File: src/hdl/hcm_ram.sv
// ----------------------------------------------------------------------------
// hcm_ram
// Generic simple dual-port RAM, one write port, one registered read port.
// ----------------------------------------------------------------------------
`default_nettype none
module hcm_ram #(
    parameter int WIDTH = 8,
    parameter int DEPTH = 16
) (
    input  wire logic                     aclk,
    input  wire logic                     wr_en,
    input  wire logic [$clog2(DEPTH)-1:0] wr_addr,
    input  wire logic [WIDTH-1:0]         wr_data,
    input  wire logic [$clog2(DEPTH)-1:0] rd_addr,
    output logic      [WIDTH-1:0]         rd_data
);
    logic [WIDTH-1:0] mem [DEPTH];

    always_ff @(posedge aclk) begin
        if (wr_en) begin
            mem[wr_addr] <= wr_data;
        end
        rd_data <= mem[rd_addr];
    end
endmodule
`default_nettype wire

File: config.mk
export PLATFORM = sky130hd
export DESIGN_NAME = hcm_ram
export DESIGN_NICKNAME = d
export VERILOG_FILES = /design/src/hdl/hcm_ram.sv
export SDC_FILE = /design/constraint.sdc
export NUM_CORES = 1
export LEC_CHECK = 0
export BUFFER_PORTS_ARGS = -buffer_cell sky130_fd_sc_hd__clkbuf_2
export CORE_MARGIN = 4
export CORE_UTILIZATION = 50
export DETAILED_ROUTE_END_ITERATION = 10
export HOLD_SLACK_MARGIN = 0.03
export PLACE_DENSITY = 0.73
export SLEW_MARGIN = 0
export SYNTH_ARGS = -nofsm -noshare
export SYNTH_HDL_FRONTEND = slang
export SYNTH_SLANG_ARGS = --single-unit
File: constraint.sdc
create_clock -name aclk -period 5.65 [get_ports aclk]
set_input_delay 1.13 -clock aclk [delete_from_list [all_inputs] [get_ports aclk]]
set_output_delay 1.13 -clock aclk [all_outputs]
set_load 0.05 [all_outputs]
==> impl_metrics.csv, run 1 <==
group,metric,value,unit
outcome,status,"completed",
floorplanning,die-area,12000,µm²
layout,antenna_cells,0,
floorplanning,initial_core_util,51.9,%
global_routing,grt_antenna_before_repair,0,
detailed_routing,dr.pass1.iters,4,
sta,maxSlewViolCount,0,
logic_synthesis,netlist_area,5150,µm²
floorplanning,pin_count,26,
layout,nNetsFinal,285,
sta,finalCritPeriodShare,44.8,%
clocking,cts_resized,0,
logic_synthesis,ys_warn_count,0,
sta,fin_setup_tns,0,ns
critical_path,crit_type,"input pin to flip-flop",
floorplanning,fp.dieH,109,µm
clocking,cts_tree,"built",
clocking,numCtsBuffers,17,
floorplanning,fp-row-count,36,
floorplanning,die_w,109,µm
detailed_routing,met2_length,4830,µm
placed_design,numPortBuffers,25,
critical_path,worstSetupStartpointType,"input pin",
global_routing,grt_overflow,0,
detailed_routing,wl,9530,µm
layout,layout-drive-gt1-share,27.5,%
global_routing,grt_pass1_wl,14600,µm
logic_synthesis,synthesis.nets,247,
hold_path,hp-class,"flip-flop to flip-flop",
layout,syn_to_final_growth,17.2,%
detailed_routing,highest_layer,"met4",
sta,rsz0062_at_grt,"false",
detailed_routing,avgRoutedWirePerCell,23.1,µm
clocking,postCtsSetupBuffers,0,
global_routing,grt_use_total,17.8,%
detailed_routing,post_drt_via_cell_ratio,5.78,
placed_design,placed_area,5390,µm²
floorplanning,core_area,9910,µm²
detailed_routing,first_iter_violations,196,
sta,finalHoldViolations,0,
placed_design,hpwl,5670,µm
critical_path,endpoint_kind,"flip-flop",
power_and_ir_drop,leakage,0.00203,µW
run,cap_viol_max_count,0,
layout,final_util,60.9,%
power_and_ir_drop,ir_drop,0.220,mV
clocking,clockBufferDepth,2,
clocking,clk_pin_slew_worst_paths,0.06,ns
logic_synthesis,postSynthCellCount,229,
detailed_routing,drtAntennaViolNets,0,
sta,period_needed,2.53,ns
placed_design,gp_congestion,0.729,
clocking,root_buffer,"clkbuf_8",
sta,finClkSkew,0.00871,ns
global_routing,grt_max_degree,33,
detailed_routing,wl_met3,636,µm
critical_path,worstPathRequired,6.05,ns
detailed_routing,drt_drc_violations_left,0,
detailed_routing,via_count,2386,
sta,relSlewSlack,34.1,%
layout,finalInstanceArea,6030,µm²
global_routing,grt_pass1_vias,2509,
sta,hold_ws,0.672,ns
sta,tightest_slew,0.985,ns
clocking,htree_num_levels,4,
critical_path,path_max_fanout,20,
clocking,cts.sinks,136,
logic_synthesis,ys_ff_latch,136,
clocking,clk_latency,0.51,ns
critical_path,arrival,2.92,ns
power_and_ir_drop,powerDensity,407,nW/µm²
detailed_routing,met1_length,3990,µm
sta,fmax,395,MHz
logic_synthesis,synth_cell_types,19,
logic_synthesis,syn_avg_cell_area,22.5,µm²
logic_synthesis,seq_area_frac_synth,77.8,%
sta,setup_violations,0,
clocking,ctsHoldBuffers,0,
[placed cells by master (no fill, tap or decap), types with 3 or more instances in the layout]
master     synthesis  final
nor3_1             4      3
buf_4              1      4
clkbuf_2           0     25
a22oi_1           16     16
mux4_2            18     18
edfxtp_1         128    128
clkbuf_16          0     16
dfxtp_1            8      8
bufinv_16          0      6
mux4_1            14     14
clkinv_1           0      3
nand2_1            9      9
nor2_1            13     13
[stage by stage]
stage	setup WS (ns)	cells	total power, µW
final	3.12	413	2450
after global routing	2.97	413	2520
after CTS	3.06	413	2470
after detailed placement	2.53	381	1280
after global placement	2.58	381	1270
after floorplan	3.03	229	1230
[where the power goes]
group | internal, µW | switching, µW | leakage, µW
clock | 801 | 398 | 0.000307
sequential | 1130 | 6.67 | 0.00122
combinational | 40.8 | 79.0 | 0.000496
total | 1970 | 483 | 0.00203
[path summary, 6_finish.rpt]
kind / start / end / slack (ns) / depth (start not counted)
worst max-delay path: rd_addr[0] / rd_data[0]$_DFF_P_ / 3.12 / 5
worst min-delay path: mem[8][2]$_DFFE_PP_ / rd_data[2]$_DFF_P_ / 0.67 / 3
worst max register to register: mem[3][7]$_DFFE_PP_ / rd_data[7]$_DFF_P_ / 4.24 / 3
worst min register to register: mem[8][2]$_DFFE_PP_ / rd_data[2]$_DFF_P_ / 0.67 / 3
[critical path: stages]
cell	delay, ns
clkbuf_2	0.42
buf_4	0.43
mux4_1	0.61
a22oi_1	0.23
nand2_1	0.09
[layout make-up]
type | instances | area [µm²]
well taps | 133 | 166
multi-input cells | 83 | 1060
clock buffers | 18 | 418
clock inverters | 14 | 229
repair buffers | 29 | 155
flip-flops and latches | 136 | 4000
fillers | 704 | 3870
[cell usage after synthesis]
library cell	count	area, µm²
edfxtp_1	128	3840
nand2_1	9	33.8
dfxtp_1	8	160
nand2b_1	2	12.5
a22oi_1	16	120
nor3_1	4	20.0
clkdlybuf4s25_2	3	30.0
buf_6	3	33.8
and2b_1	1	7.51
and2_1	1	6.26
mux4_2	18	405
nor2_1	13	48.8
or3b_2	1	8.76
nand3_1	1	5.00
buf_4	1	7.51
buf_2	3	15.0
nand3b_1	2	15.0
nor2b_1	1	6.26
mux4_1	14	368
[registers in the layout, summed over array words and instances (netlist names)]
name / flops
mem: 128
rd_data: 8
[routing by layer]
metal | global-route usage, % | vias to the layer above
met1 | 24.6 | 1242
met5 | 0 | -
li1 | - | 1049
met3 | 5.40 | 9
met4 | 5.08 | 0
met2 | 27.8 | 86
[logic make-up (layout without fill, tap and decap cells)]
family,after synthesis,count (layout),share of synthesized area [%]
flops,136,136,77.8
simple gates,35,35,3.18
mux,32,32,15.0
compound gates,16,16,2.33
buf+inv,10,61,1.68
Power figures use the tool's default switching activity.
==> run 2: changes to the inputs <==
Clock period 5.65 ns to 2.4 ns, I/O delays scaled along.
==> impl_metrics.csv, run 2 (same netlist as run 1, synthesis figures left out) <==
group,metric,value,unit
layout,final_common_cell,"edfxtp_1",
placed_design,gp_congestion,0.728,
floorplanning,die_w,109,µm
floorplanning,initial_core_util,51.9,%
global_routing,grt_use_total,18.0,%
clocking,root_buffer,"clkbuf_8",
power_and_ir_drop,comb_power_share,5.3,%
clocking,cts_resized,0,
sta,fin_setup_tns,0,ns
detailed_routing,drt_drc_violations_left,0,
detailed_routing,first_iter_violations,236,
critical_path,endpoint_kind,"output pin",
critical_path,arrival,1.18,ns
sta,finalCritPeriodShare,69.3,%
critical_path,worstSetupStartpointType,"flip-flop",
critical_path,path_delay_family,"flip-flops",
layout,largest_reg_flops,128,
clocking,clockBufferDepth,2,
power_and_ir_drop,sw_frac_of_total,20.2,%
placed_design,numPortBuffers,25,
clocking,htree_num_levels,4,
run,cap_viol_max_count,0,
power_and_ir_drop,ir_drop,0.660,mV
sta,fmax,601,MHz
detailed_routing,post_drt_via_cell_ratio,5.66,
critical_path,critPathSlowestCell,"dfxtp_1",
floorplanning,fp.dieH,109,µm
sta,tightest_slew,0.667,ns
power_and_ir_drop,leakage,0.00209,µW
clocking,cts_tree,"built",
global_routing,grt_overflow,0,
hold_path,min_from,"wr_data[1]",
sta,finalHoldViolations,0,
layout,nNetsFinal,300,
layout,layout-drive-gt1-share,31.2,%
layout,reg_top3,"mem: 128 flops, rd_data: 8 flops",
sta,hold_ws,0.388,ns
layout,largest-register,"mem",
detailed_routing,wl,9600,µm
layout,most-common-layout-cells,"edfxtp_1, clkbuf_2, mux4_2",
sta,setup_violations,0,
global_routing,grt_max_degree,33,
clocking,clk_latency,0.50,ns
clocking,ctsHoldBuffers,0,
clocking,cts.sinks,136,
critical_path,worstPathCellList,"clkbuf_2",
sta,maxSlewViolCount,0,
detailed_routing,via_count,2421,
power_and_ir_drop,intPower,4430,µW
placed_design,dp_slack,0.443,ns
power_and_ir_drop,clockPowerShare,46.5,%
detailed_routing,drtAntennaViolNets,0,
global_routing,grt_pass1_vias,2585,
power_and_ir_drop,powerDensity,907,nW/µm²
critical_path,critPathLaunch,"rd_data[6]$_DFF_P_",
clocking,numCtsBuffers,17,
floorplanning,core_area,9910,µm²
floorplanning,pin_count,26,
power_and_ir_drop,seq_power_share,48.2,%
placed_design,hpwl,5810,µm
detailed_routing,avgRoutedWirePerCell,22.4,µm
critical_path,path_max_fanout,1,
sta,rsz0062_at_grt,"false",
sta,setup_ws,0.736,ns
sta,period_needed,1.66,ns
outcome,status,"completed",
hold_path,hp-class,"input pin to flip-flop",
critical_path,crit_type,"flip-flop to output pin",
critical_path,path_buf_inv,1,
sta,finClkSkew,0.00946,ns
layout,antenna_cells,0,
floorplanning,fp-row-count,36,
critical_path,reg2reg_from,"mem[1][2]$_DFFE_PP_",
clocking,clk_pin_slew_worst_paths,0.06,ns
power_and_ir_drop,p_sw,1120,µW
layout,syn_to_final_growth,18.9,%
global_routing,grt_pass1_wl,15100,µm
global_routing,grt_antenna_before_repair,1,
sta,relSlewSlack,55.4,%
critical_path,worstPathRequired,1.92,ns
floorplanning,die-area,12000,µm²
critical_path,max_stage_delay,0.38,ns
clocking,postCtsSetupBuffers,0,
detailed_routing,dr.pass1.iters,4,
## run 2: area by class of cell
| type | count | area (µm²) |
|---|---|---|
| well taps | 133 | 166 |
| fillers | 711 | 3790 |
| repair buffers | 44 | 293 |
| clock inverters | 15 | 184 |
| multi-input cells | 83 | 1060 |
| flip-flops and latches | 136 | 4000 |
| clock buffers | 17 | 414 |
## run 2: worst paths after layout
check	slack [ns]	to	cells after the start
worst min-delay path	0.39	mem[9][1]$_DFFE_PP_	1
worst max register to register	1.03	rd_data[2]$_DFF_P_	3
worst max-delay path	0.74	rd_data[6]	1
worst min register to register	0.67	rd_data[5]$_DFF_P_	3
## run 2: metrics by stage
step                      power [µW]  std cells  util, %  area [µm²]
after global routing            5740        428     61.7        6120
after floorplan                 2910        229        -        5150
after global placement          3010        396     55.7        5520
final                           5550        428     61.7        6120
after detailed placement        3020        396     55.7        5520
after CTS                       5580        428     61.7        6120
## run 2: power by group through the flow
| stage | sequential (µW) | combinational (µW) | clock [µW] |
|---|---|---|---|
| finish | 2670 | 293 | 2580 |
| global route | 2680 | 316 | 2750 |
| CTS | 2670 | 298 | 2610 |
| detailed placement | 2720 | 296 | 0 |
| global placement | 2720 | 289 | 0 |
| floorplan | 2770 | 135 | 0 |
## run 2: routing by layer
layer / global-route usage (%) / wire, µm / vias up
li1: - / - / 1080
met5: 0 / 11 / -
met1: 25.7 / 3960 / 1224
met4: 4.54 / 44 / 2
met2: 27.8 / 4680 / 109
met3: 5.23 / 913 / 6
## run 2: worst reg2reg max path: stages, from the launching register on
cell,delay (ns)
edfxtp_1,0.37
mux4_1,0.52
a22oi_1,0.28
nand2_1,0.09
==> run 3: changes to the inputs <==
Settings changed: PLACE_DENSITY 0.73 to 0.76.
Clock period 2.4 ns to 1.5 ns, I/O delays scaled along.
==> impl_metrics.csv, run 3 (same netlist as run 1, synthesis figures left out) <==
group,metric,value,unit
placed_design,numPortBuffers,25,
sta,rsz0062_at_grt,"false",
global_routing,grt_pass1_wl,15000,µm
clocking,clk_pin_slew_worst_paths,0.06,ns
layout,multi_input_area,1060,µm²
detailed_routing,post_drt_via_cell_ratio,5.72,
run,cap_viol_max_count,0,
critical_path,worstPathCellList,"clkbuf_2",
sta,setup_violations,0,
floorplanning,die-area,12000,µm²
global_routing,grt_use_total,18.4,%
floorplanning,pin_count,26,
clocking,root_buffer,"clkbuf_8",
critical_path,r2r_cells,3,
clocking,cts_tree,"built",
hold_path,min_from,"wr_data[2]",
global_routing,grt_overflow,0,
sta,maxSlewViolCount,0,
detailed_routing,first_iter_violations,151,
power_and_ir_drop,ir_drop,1.04,mV
sta,relSlewSlack,44.4,%
floorplanning,die_w,109,µm
layout,nFillCells,698,
floorplanning,fp-row-count,36,
sta,period_needed,1.45,ns
hold_path,hp-class,"input pin to flip-flop",
layout,syn_to_final_growth,19.5,%
sta,fin_setup_tns,0,ns
layout,antenna_cells,0,
layout,layout-drive-gt1-share,34.0,%
sta,finClkSkew,0.00846,ns
critical_path,reg2reg_from,"mem[1][0]$_DFFE_PP_",
clocking,clk_latency,0.52,ns
layout,final_common_cell,"edfxtp_1",
critical_path,worstReg2RegEnd,"rd_data[0]$_DFF_P_",
detailed_routing,dr.pass1.iters,4,
critical_path,path_delay_family,"flip-flops",
critical_path,max_stage_delay,0.35,ns
hold_path,whs_path_depth,1,
detailed_routing,wl,9850,µm
sta,finalCritPeriodShare,96.5,%
critical_path,path_max_fanout,1,
critical_path,rrSetupSlack,0.11,ns
placed_design,dp_slack,-0.289,ns
sta,finalHoldViolations,0,
hold_path,hold_path_end,"mem[11][2]$_DFFE_PP_",
layout,most-common-layout-cells,"edfxtp_1, buf_4, clkbuf_2",
critical_path,endpoint_kind,"output pin",
placed_design,gp_congestion,0.768,
global_routing,grt_pass1_vias,2569,
detailed_routing,drt_drc_violations_left,0,
layout,regArea,4000,µm²
sta,tightest_slew,0.833,ns
clocking,cts.sinks,136,
sta,fmax,691,MHz
clocking,ctsHoldBuffers,0,
critical_path,worstPathRequired,1.20,ns
detailed_routing,avgRoutedWirePerCell,22.6,µm
clocking,htree_num_levels,4,
detailed_routing,via_count,2492,
detailed_routing,drtAntennaViolNets,0,
layout,reg_top3,"mem: 128 flops, rd_data: 8 flops",
clocking,clockBufferDepth,2,
global_routing,grt_max_degree,27,
placed_design,hpwl,6150,µm
power_and_ir_drop,leakage,0.00212,µW
layout,nNetsFinal,308,
clocking,cts_resized,1,
global_routing,grt_antenna_before_repair,1,
layout,final_util,62.1,%
power_and_ir_drop,powerDensity,1390,nW/µm²
floorplanning,core_area,9910,µm²
floorplanning,fp.dieH,109,µm
critical_path,worstSetupStartpointType,"flip-flop",
critical_path,arrival,1.15,ns
layout,largest_reg_flops,128,
clocking,postCtsSetupBuffers,0,
critical_path,crit_type,"flip-flop to output pin",
layout,largest-register,"mem",
sta,setup_ws,0.0519,ns
critical_path,path_buf_inv,1,
floorplanning,initial_core_util,51.9,%
critical_path,critPathSlowestCell,"dfxtp_1",
outcome,status,"completed",
clocking,numCtsBuffers,17,
run 3: cell count changes in the layout (fill, tap and decap cells not counted), moves of 2 or more:
cell	change
clkinv_2	+4
clkinv_4	+2
clkinv_1	-3
clkinvlp_4	-2
clkbuf_2	-2
bufinv_16	-2
buf_4	+7
run 3: final cells by class:
cell class,instances,area share [%]
Clock buffer,18,6.79
Clock inverter,14,2.20
Multi-Input combinational cell,83,17.3
Sequential cell,136,65.1
Tap cell,133,2.70
Timing Repair Buffer,52,5.98
run 3: worst max path at each step:
stage                             startpoint                  end  slack [ns]  depth (start not counted)
after floorplan                   wr_addr[2]  mem[3][0]$_DFFE_PP_       -0.07                          2
after global placement            rd_addr[0]   rd_data[0]$_DFF_P_       -0.25                          5
after detailed placement          rd_addr[0]   rd_data[0]$_DFF_P_       -0.29                          5
after CTS                 rd_data[7]$_DFF_P_           rd_data[7]        0.01                          1
after global routing      rd_data[7]$_DFF_P_           rd_data[7]      0.0004                          1
final                     rd_data[0]$_DFF_P_           rd_data[0]        0.05                          1
run 3: layer usage:
metal  up-vias  part of all wire (%)  GRT usage (%)
met5         -                  0.13              0
met1      1278                    38           23.7
met2       105                    52           29.8
met4         2                   1.3           5.88
li1       1094                     -              -
met3        13                   9.1           6.22
run 3: per-stage QoR:
| stage | area (µm²) | cells | hold slack [ns] | total power [µW] |
|---|---|---|---|---|
| finish | 6150 | 436 | 0.200 | 8580 |
| global route | 6150 | 436 | 0.218 | 8840 |
| CTS | 6150 | 436 | 0.182 | 8650 |
| detailed placement | 5600 | 404 | 0.655 | 4850 |
| global placement | 5600 | 404 | 0.655 | 4840 |
| floorplan | 5150 | 229 | 0.399 | 4650 |
run 3: report_power, final:
part	internal (µW)	leakage, µW	switching, µW
Sequential	4250	0.00122	27.9
Clock	2340	0.000270	1470
Combinational	188	0.000629	306
Total	6780	0.00212	1800
