### config.mk
export PLATFORM = sky130hd
export DESIGN_NAME = hcm_mod_unit
export DESIGN_NICKNAME = d
export VERILOG_FILES = /design/src/hdl/hcm_pkg.sv /design/src/hdl/hcm_mod_unit.sv
export SDC_FILE = /design/constraint.sdc
export NUM_CORES = 1
export LEC_CHECK = 0
export BUFFER_PORTS_ARGS = -buffer_cell sky130_fd_sc_hd__buf_2
export CAP_MARGIN = 20
export CORE_ASPECT_RATIO = 1.5
export CORE_MARGIN = 3
export CORE_UTILIZATION = 35
export DETAILED_ROUTE_END_ITERATION = 12
export REMOVE_ABC_BUFFERS = 1
export SLEW_MARGIN = 20
export SYNTH_ARGS = -nofsm -noshare
export SYNTH_HDL_FRONTEND = slang
export SYNTH_SLANG_ARGS = --single-unit
### constraint.sdc
create_clock -name aclk -period 7.56 [get_ports aclk]
set_input_delay 1.512 -clock aclk [delete_from_list [all_inputs] [get_ports aclk]]
set_output_delay 1.512 -clock aclk [all_outputs]
set_load 0.1 [all_outputs]
### src/hdl/hcm_pkg.sv
// ----------------------------------------------------------------------------
// hcm_pkg
// Shared sizes, types and command codes for the chained hash map.
// ----------------------------------------------------------------------------
`default_nettype none
package hcm_pkg;
    localparam int BUCKETS  = 1024;
    localparam int NODES    = 1024;
    localparam int BUCKET_W = $clog2(BUCKETS);
    localparam int NODE_W   = $clog2(NODES);
    localparam int KEY_W    = 64;
    localparam int CNT_W    = 11;
    localparam int LINK_W   = NODE_W + 1;
    localparam int STEP_W   = NODE_W + 1;

    localparam logic [1:0] CMD_INSERT = 2'd0;
    localparam logic [1:0] CMD_GET    = 2'd1;
    localparam logic [1:0] CMD_CHECK  = 2'd2;

    typedef logic [KEY_W-1:0] word_t;
endpackage
`default_nettype wire

### src/hdl/hcm_mod_unit.sv
// ----------------------------------------------------------------------------
// hcm_mod_unit
// Bit-serial restoring remainder of a 64-bit key by the bucket count.
// ----------------------------------------------------------------------------
`default_nettype none
module hcm_mod_unit (
    input  wire logic                      aclk,
    input  wire logic                      aresetn,
    input  wire logic                      start,
    input  wire hcm_pkg::word_t            dividend,
    input  wire logic [hcm_pkg::CNT_W-1:0] divisor,
    output logic                           busy,
    output logic                           done,
    output logic [hcm_pkg::CNT_W-1:0]      remainder
);
    import hcm_pkg::*;

    localparam int ITER_W = $clog2(KEY_W + 1);

    logic [ITER_W-1:0] cnt_reg, cnt_next;
    logic              busy_reg, busy_next;
    logic              done_reg, done_next;
    word_t             dq_reg, dq_next;
    logic [CNT_W-1:0]  rem_reg, rem_next;
    logic [CNT_W:0]    trial;

    always_comb begin
        cnt_next  = cnt_reg;
        busy_next = busy_reg;
        done_next = 1'b0;
        dq_next   = dq_reg;
        rem_next  = rem_reg;
        trial     = {rem_reg, dq_reg[KEY_W-1]};
        if (start) begin
            cnt_next  = ITER_W'(KEY_W);
            busy_next = 1'b1;
            dq_next   = dividend;
            rem_next  = '0;
        end else if (busy_reg) begin
            if (trial >= {1'b0, divisor}) begin
                trial = trial - {1'b0, divisor};
            end
            rem_next = trial[CNT_W-1:0];
            dq_next  = {dq_reg[KEY_W-2:0], 1'b0};
            cnt_next = cnt_reg - 1'b1;
            if (cnt_reg == ITER_W'(1)) begin
                busy_next = 1'b0;
                done_next = 1'b1;
            end
        end
    end

    always_ff @(posedge aclk) begin
        if (!aresetn) begin
            cnt_reg  <= '0;
            busy_reg <= 1'b0;
            done_reg <= 1'b0;
        end else begin
            cnt_reg  <= cnt_next;
            busy_reg <= busy_next;
            done_reg <= done_next;
        end
        dq_reg  <= dq_next;
        rem_reg <= rem_next;
    end

    assign busy      = busy_reg;
    assign done      = done_reg;
    assign remainder = rem_reg;
endmodule
`default_nettype wire

==> results of run 1 <==
-- final timing paths --
check | startpoint | to | slack, ns | cells past startpoint
worst max-delay path | divisor[0] | remainder[0] | 3.86 | 9
worst min-delay path | remainder[4] | remainder[4] | 0.52 | 2
worst max register to register | dq_reg[63] | remainder[0] | 4.70 | 9
worst min register to register | remainder[4] | remainder[4] | 0.52 | 2
-- power by group --
group | switching (mW) | leakage, nW | internal, mW
Combinational | 0.135 | 1.11 | 0.0917
Clock | 0.167 | 0.150 | 0.288
Sequential | 0.0177 | 0.808 | 0.552
-- logic make-up (layout without fill, tap and decap cells) --
family                     count (synthesis)  after routing  share of synthesized area (%)
AOI/OAI and AO/OA                         43             43                           8.26
xor gates and xnor gates                   9              9                           1.90
adders and majority gates                 14             14                           4.40
buffers and inverters                     32            127                           3.08
DFF                                       84             84                           56.0
muxes                                     66             66                           17.9
and+or+nand+nor                           71             71                           8.50
-- worst register-to-register path: cells and delay by family, from the launching register on --
family                     cells  cell delay (ns)
AOI/OAI and AO/OA              4             1.34
buffers and inverters          1             0.08
and+or+nand+nor                1             0.21
muxes                          1             0.38
DFF                            1             0.35
adders and majority gates      2             0.40
-- placed cells by master, fill, tap and decap left out, types with 2 or more instances in the layout --
cell type	Yosys	layout
nand2b_1	2	2
bufinv_16	0	2
nor2_1	21	21
nor3_1	6	6
inv_1	19	19
clkinv_2	0	2
nor2b_1	2	2
o21a_1	2	2
xnor2_1	6	6
buf_2	0	89
or3b_1	2	2
a21oi_1	5	5
clkbuf_16	0	9
a211oi_1	2	2
and3_1	2	2
nand3_1	3	3
o21ai_0	5	5
a311oi_1	7	7
nor4_1	3	3
a31o_2	2	2
xor2_1	3	3
o31ai_1	2	2
nand2_1	20	20
clkbuf_1	11	2
or2_2	2	2
ha_1	13	13
a21o_1	3	3
and4_1	2	2
buf_4	0	3
dfxtp_1	20	20
mux2_2	64	64
edfxtp_1	64	64
a211o_1	2	2
-- stage by stage --
stage          setup WS [ns]  hold WS (ns)  instances  total power, mW  cell area, um^2
2_1_floorplan           3.98         0.484        306            0.741             4090
3_3_place_gp            3.62         0.499        548            0.802             4750
3_5_place_dp            3.51         0.520        548            0.808             4750
4_1_cts                 3.86         0.527        564             1.27             5060
5_1_grt                 3.73         0.560        564             1.31             5060
6_report                3.86         0.524        564             1.25             5060
-- metal layers --
layer	share of wire [%]	global-route usage (%)	up-vias
li1	-	-	1372
met1	42	15.2	1356
met2	51	22.5	74
met3	6.2	4.43	7
met4	0.82	3.65	2
met5	0.16	0	-
-- area by class of cell --
cell class / count / area share (%)
well taps: 150 / 3.71
repair buffers: 92 / 9.25
flip-flops and latches: 84 / 45.9
clock inverters: 5 / 1.53
clock buffers: 11 / 4.60
inverters: 19 / 1.41
multi-input cells: 203 / 33.6
==> results.json, run 1 <==
{
  "dieArea_mm2": 0.0132,
  "seq_area_frac_synth_pct": 56.0,
  "cts_hold_buf": 0,
  "grt_pass1_wl_um": 13600,
  "cts_root_buffer": "clkbuf_16",
  "grt_max_degree": 80,
  "synth_edf_count": 64,
  "drive_above_1_share_pct": 43.5,
  "p_per_area_mw_per_mm2": 247,
  "synth_cell_types": 52,
  "crit_arrival_ns": 3.93,
  "p_leak_nw": 2.07,
  "worstPathMaxFanout": 11,
  "drtAntennaViolNets": 0,
  "maxSlewHeadroom_pct": 38.2,
  "tns_ns": 0,
  "cp_top_family": "compound AO/OA/AOI/OAI gates",
  "largest_register_ffs": 64,
  "cts_setup_buffers": 0,
  "fin_nets": 501,
  "cp-end-kind": "flop",
  "layout_min_cycle_time_ns": 3.70,
  "grt_usage_pct": 13.0,
  "htree_levels": 3,
  "cp.required_ns": 7.79,
  "gp_congestion": 0.855,
  "via_per_inst": 4.98,
  "yosys_warnings": 0,
  "final-seq-area_mm2": 0.00232,
  "row_count": 48,
  "syn-mean-instance-area_um2": 13.0,
  "skew_ns": 0.00696,
  "initial_core_util_pct": 36.0,
  "cts_buffer_depth": 2,
  "synthTopCellsByCount": "edfxtp_1, mux2_2, nor2_1",
  "cap_violations": 0,
  "drc_errors": 0,
  "postCtsResizedCells": 0,
  "fin_util_pct": 43.9,
  "synth-async-reset-ratio_pct": 0,
  "die_h_um": 139,
  "critPathMaxStageDelay_ns": 0.60,
  "crit_slowest_cell": "a211oi_2",
  "hold_viol_final": 0,
  "crit_type": "in2reg",
  "syn_area_mm2": 0.00415,
  "cts_buffers": 9,
  "clock_latency_ns": 0.33,
  "wl_um": 8300,
  "vias": 2811,
  "synth-main-ff-cell": "edfxtp_1",
  "nFillCells": 1123,
  "status": "completed",
  "synth_top_area_share_pct": 46.3,
  "antenna_found_initial": 1,
  "rsz0062_at_grt": "false",
  "slew_viol_final": 0,
  "hpwl_um": 5960,
  "synthCells": 319,
  "ys_seq_elements": 84,
  "fin_crit_sh_pct": 48.9,
  "clk_pin_slew_ns": 0.06,
  "grt_pass1_vias": 2943,
  "grt_overflow": 0,
  "start_kind": "input pin",
  "setup_viol": 0,
  "core_mm2": 0.0115,
  "drt_iter0_drc": 124,
  "crit_buf_inv": 1,
  "dr.pass1.iters": 4,
  "hold_class": "reg2reg",
  "boundaryPins": 91,
  "num_antenna_cells": 0,
  "area_growth_pct": 21.9,
  "vdd_drop_max_v": 0.000123,
  "multi_input_area_mm2": 0.00170,
  "cts_tree": "built",
  "tightest_slew_ns": 0.927,
  "yosysTopAreaCell": "edfxtp_1",
  "die_x_um": 94.9,
  "path_cells": "buf_2 > ha_1 > fa_1 > and2b_1 > o22a_1 > o2111a_2 > a211oi_2 > mux2_1 > a211oi_1",
  "yosys-top-cells-area": "edfxtp_1, mux2_2, dfxtp_1",
  "io_buffers": 90,
  "clock_sinks": 84,
  "wl_per_cell_um": 14.7,
  "fmax_ghz": 0.270
}
Power figures use the tool's default switching activity.
==> inputs of run 2 (changes only) <==
- clock period: 7.56 -> 2.99 ns (I/O delays scaled with it)
==> run 2 against run 1 <==
Compared with the run above: global-route usage increased by 0.41 points; utilization grew 0.31 points; non-clock buffer count grew 5; sequential power grew to 2.5 times the previous value; worst hold slack got worse by 0.021 ns; sequential share of layout area down 0.33 points; count of clock-buffer cells in the layout is 4 higher; die area did not move; clock power up 130%; critical path type unchanged; critical endpoint is now remainder[6].
==> results.json, run 2 (synthesis results as in run 1) <==
{
  "fin_crit_sh_pct": 87.4,
  "maxSlewHeadroom_pct": 56.5,
  "instances_no_fill": 569,
  "cts_hold_buf": 0,
  "final-seq-area_mm2": 0.00232,
  "seqPwrFrac_pct": 46.6,
  "fin_area_mm2": 0.00509,
  "cts_buffers": 9,
  "tns_ns": 0,
  "core_mm2": 0.0115,
  "clock_latency_ns": 0.33,
  "reg2reg_depth": 10,
  "worst_slack_ns": 0.378,
  "nFillCells": 1130,
  "path_cells": "buf_2 > ha_1 > fa_1 > and2b_1 > o22a_1 > o2111a_2 > a211oi_2 > buf_4 > or3b_1 > a311oi_1",
  "crit_slowest_cell": "fa_1",
  "layout_min_cycle_time_ns": 2.61,
  "hold_slack_ns": 0.503,
  "grt_pass1_wl_um": 13800,
  "fin_nets": 506,
  "skew_ns": 0.00392,
  "vdd_drop_max_v": 0.000287,
  "dpl_cell_area_mm2": 0.00481,
  "initial_core_util_pct": 36.0,
  "slew_viol_final": 0,
  "io_buffers": 90,
  "crit_start": "divisor[0]",
  "hpwl_um": 6340,
  "grt_max_degree": 40,
  "worstPathMaxFanout": 7,
  "crit_arrival_ns": 2.85,
  "tightest_slew_ns": 0.651,
  "r2r_end": "remainder[6]",
  "dr.pass1.iters": 4,
  "grt_usage_pct": 13.4,
  "cts_setup_buffers": 0,
  "hold_class": "in2reg",
  "vias": 2823,
  "status": "completed",
  "drt_iter0_drc": 107,
  "cts_tree": "built",
  "via_per_inst": 4.96,
  "final_cell_mix": "buf_2, mux2_2, edfxtp_1, nor2_1",
  "crit_type": "in2reg",
  "cts_buffer_depth": 2,
  "die_x_um": 94.9,
  "drive_above_1_share_pct": 43.7,
  "setup_viol": 0,
  "dieArea_mm2": 0.0132,
  "row_count": 48,
  "wl_per_cell_um": 15.2,
  "wl_um": 8660,
  "boundaryPins": 91,
  "cp-end-kind": "flop",
  "drc_errors": 0,
  "preCtsSetupSlack_ns": 0.0666,
  "switching_power_uw": 822,
  "p_leak_nw": 2.09,
  "sw_frac_of_total_pct": 26.5,
  "cts_root_buffer": "clkbuf_16",
  "grt_overflow": 0,
  "reg2reg_slack_ns": 0.38,
  "die_h_um": 139,
  "cap_violations": 0,
  "postCtsResizedCells": 0,
  "drtAntennaViolNets": 0,
  "clk_pin_slew_ns": 0.06,
  "critPathMaxStageDelay_ns": 0.40,
  "hold_viol_final": 0,
  "clock_sinks": 84,
  "layout_commonest_cell": "buf_2",
  "rsz0062_at_grt": "false",
  "grt_pass1_vias": 2887,
  "cp.required_ns": 3.23,
  "critical_path.endpoint": "remainder[6]",
  "gp_congestion": 0.805,
  "num_antenna_cells": 0,
  "pwr-share-comb_pct": 19.1,
  "largest_register_ffs": 64,
  "antenna_found_initial": 1,
  "fmax_ghz": 0.383,
  "area_growth_pct": 22.8,
  "p_per_area_mw_per_mm2": 608,
  "multi_input_area_mm2": 0.00170,
  "place_inst": 553,
  "pwr-share-clk_pct": 34.3,
  "rr_startpoint": "dq_reg[63]",
  "internal_power_mw": 2.28,
  "start_kind": "input pin",
  "htree_levels": 3
}
run 2: changes by cell type in the layout (fill, tap and decap cells not counted), sizes merged:
cell      delta
buf          +5
clkbuf       +4
bufinv       -2
clkinv       -1
clkinvlp     -1
run 2: routing by layer:
layer | vias to the layer above | global-route usage, % | part of all wire (%)
li1 | 1378 | - | -
met1 | 1338 | 16.5 | 41
met2 | 88 | 21.4 | 50
met3 | 17 | 4.22 | 6.8
met4 | 2 | 6.08 | 2.5
met5 | - | 0 | 0.15
run 2: layout make-up:
class                           count  area share, %
Clock buffer                       15           5.48
Inverter                           19           1.40
Multi-Input combinational cell    203           33.3
Sequential cell                    84           45.6
Tap cell                          150           3.68
Timing Repair Buffer               97           10.4
Clock inverter                      1         0.0982
run 2: worst min path at each step:
stage | startpoint | endpoint | slack [ns] | depth (start not counted)
6_report | aresetn | cnt_reg[6] | 0.50 | 2
5_1_grt | aresetn | cnt_reg[6] | 0.52 | 2
3_5_place_dp | remainder[1] | remainder[2] | 0.51 | 2
2_1_floorplan | cnt_reg[1] | cnt_reg[1] | 0.48 | 2
4_1_cts | aresetn | cnt_reg[6] | 0.49 | 2
3_3_place_gp | remainder[1] | remainder[2] | 0.50 | 2
run 2: critical path, delay by kind of cell:
| family | cells | cell delay, ns |
|---|---|---|
| adders and majority gates | 2 | 0.62 |
| AOI/OAI and AO/OA | 4 | 0.75 |
| and+or+nand+nor | 2 | 0.60 |
| buffers and inverters | 2 | 0.28 |
run 2: power by group through the flow:
stage | Clock (mW) | Sequential [mW] | Combinational, mW
3_5_place_dp | 0 | 1.47 | 0.590
6_report | 1.06 | 1.44 | 0.591
2_1_floorplan | 0 | 1.56 | 0.310
5_1_grt | 1.15 | 1.46 | 0.643
3_3_place_gp | 0 | 1.47 | 0.577
4_1_cts | 1.11 | 1.45 | 0.593
run 2: through the flow:
stage | util [%] | power, mW
CTS | 44.2 | 3.15
detailed placement | 41.7 | 2.06
global route | 44.2 | 3.25
finish | 44.2 | 3.10
global placement | 41.7 | 2.04
floorplan | - | 1.87
==> inputs of run 3 (changes only) <==
- BUFFER_PORTS_ARGS: -buffer_cell sky130_fd_sc_hd__buf_2 -> default
- DONT_BUFFER_PORTS: default -> 1
==> run 3 against run 2 <==
Compared with the run above: wire length down 4.6%; count of clock-buffer cells in the layout down 5; first-iteration DRC count down 21%; worst setup slack worse by 0.14 ns; critical path type is now reg2reg; die area unchanged; flip-flop and latch count unchanged; highest routed layer unchanged; critical endpoint is now remainder[5]; clock skew up 0.00097 ns; critical path depth unchanged; largest cell class unchanged.
==> results.json, run 3 (synthesis results as in run 1) <==
{
  "fin_crit_sh_pct": 92.0,
  "clock_sinks": 84,
  "rsz0062_at_grt": "false",
  "crit_type": "reg2reg",
  "min_from": "start",
  "area_growth_pct": 13.8,
  "io_buffers": 0,
  "via_per_inst": 5.26,
  "vdd_drop_max_v": 0.000281,
  "final_cell_mix": "mux2_2, edfxtp_1, nor2_1, nand2_1",
  "setup_viol": 0,
  "htree_levels": 3,
  "grt_max_degree": 80,
  "cp-end-kind": "flop",
  "crit_start": "dq_reg[63]",
  "start_kind": "flop",
  "sw_frac_of_total_pct": 25.8,
  "rr_startpoint": "dq_reg[63]",
  "worstPathMaxFanout": 7,
  "p_leak_nw": 1.77,
  "slew_viol_final": 0,
  "min_path_cells": 1,
  "wl_um": 8260,
  "path_cells": "inv_1 > ha_1 > fa_1 > and2b_1 > o22a_1 > o2111a_2 > a211oi_2 > buf_4 > nand2_1 > a311oi_1",
  "drive_above_1_share_pct": 30.9,
  "cp.required_ns": 3.22,
  "p_per_area_mw_per_mm2": 667,
  "cap_violations": 0,
  "grt_overflow": 0,
  "grt_usage_pct": 13.2,
  "cts_buffers": 9,
  "final-seq-area_mm2": 0.00232,
  "switching_power_uw": 812,
  "cts_tree": "built",
  "num_antenna_cells": 0,
  "critPathMaxStageDelay_ns": 0.45,
  "clk_pin_slew_ns": 0.06,
  "dr.pass1.iters": 4,
  "internal_power_mw": 2.34,
  "cts_hold_buf": 0,
  "multi_input_area_mm2": 0.00170,
  "hold_viol_final": 0,
  "crit_slowest_cell": "a211oi_2",
  "nFillCells": 1117,
  "fmax_ghz": 0.364,
  "status": "completed",
  "tightest_slew_ns": 0.955,
  "hold_class": "in2reg",
  "wl_per_cell_um": 17.0,
  "preCtsSetupSlack_ns": 0.110,
  "cts_setup_buffers": 0,
  "pwr-share-comb_pct": 16.8,
  "gp_congestion": 0.897,
  "grt_pass1_vias": 2759,
  "postCtsResizedCells": 0,
  "hpwl_um": 6030,
  "pwr-share-clk_pct": 37.6,
  "antenna_found_initial": 2,
  "skew_ns": 0.00489,
  "die_h_um": 139,
  "initial_core_util_pct": 36.0,
  "drc_errors": 0,
  "cts_buffer_depth": 2,
  "boundaryPins": 91,
  "cts_root_buffer": "clkbuf_16",
  "largest_register_ffs": 64,
  "dieArea_mm2": 0.0132,
  "drt_iter0_drc": 85,
  "die_x_um": 94.9,
  "maxSlewHeadroom_pct": 36.2,
  "seqPwrFrac_pct": 45.5,
  "crit_arrival_ns": 2.98,
  "clock_latency_ns": 0.33,
  "worst_slack_ns": 0.239,
  "layout_min_cycle_time_ns": 2.75,
  "fin_nets": 424,
  "core_mm2": 0.0115,
  "grt_pass1_wl_um": 13300,
  "drtAntennaViolNets": 0,
  "vias": 2560,
  "tns_ns": 0,
  "row_count": 48,
  "reg2reg_depth": 10
}
==> run 3: cell type report <==
cell class / count / area share, %
clock buffer: 10 / 4.85
sequential: 84 / 49.2
clock inverter: 6 / 1.85
inverter: 19 / 1.51
timing repair buffer: 15 / 2.65
multi-input combinational: 203 / 36.0
tap: 150 / 3.97
==> run 3: metrics by stage <==
stage / hold slack (ns) / std cells / util, % / power, mW / instance area (um^2)
floorplan: 0.484 / 306 / - / 1.87 / 4090
global placement: 0.498 / 471 / 38.2 / 1.98 / 4410
detailed placement: 0.507 / 471 / 38.2 / 1.99 / 4410
CTS: 0.323 / 487 / 41.0 / 3.20 / 4720
global route: 0.322 / 487 / 41.0 / 3.30 / 4720
finish: 0.340 / 487 / 41.0 / 3.15 / 4720
==> run 3: power by group through the flow <==
stage                     sequential, mW  clock, mW  combinational [mW]
final                               1.43       1.19               0.530
after detailed placement            1.46          0               0.533
after global placement              1.46          0               0.522
after CTS                           1.44       1.23               0.534
after floorplan                     1.56          0               0.310
after global routing                1.45       1.27               0.578
==> run 3: path summary, 6_finish.rpt <==
check / end / slack (ns)
setup / recovery: remainder[5] / 0.24
hold / removal: remainder[10] / 0.34
setup reg to reg: remainder[5] / 0.24
hold reg to reg: cnt_reg[1] / 0.51
==> run 3: critical path: cells and delay by family, from the launching register on <==
family | cells | cell delay [ns]
AO/OA/AOI/OAI | 4 | 1.26
adder cells (fa/ha/maj) | 2 | 0.44
AND/OR/NAND/NOR | 2 | 0.25
buffers and inverters | 2 | 0.32
flip-flops | 1 | 0.37
==> run 3: routing by layer <==
layer  vias to the layer above  track usage [%]  part of all wire, %
met2                       100             22.6                   51
met4                         4             7.15                  3.7
met5                         -                0                 0.29
met1                      1215             13.2                   37
li1                       1214                -                    -
met3                        27             5.62                  8.2
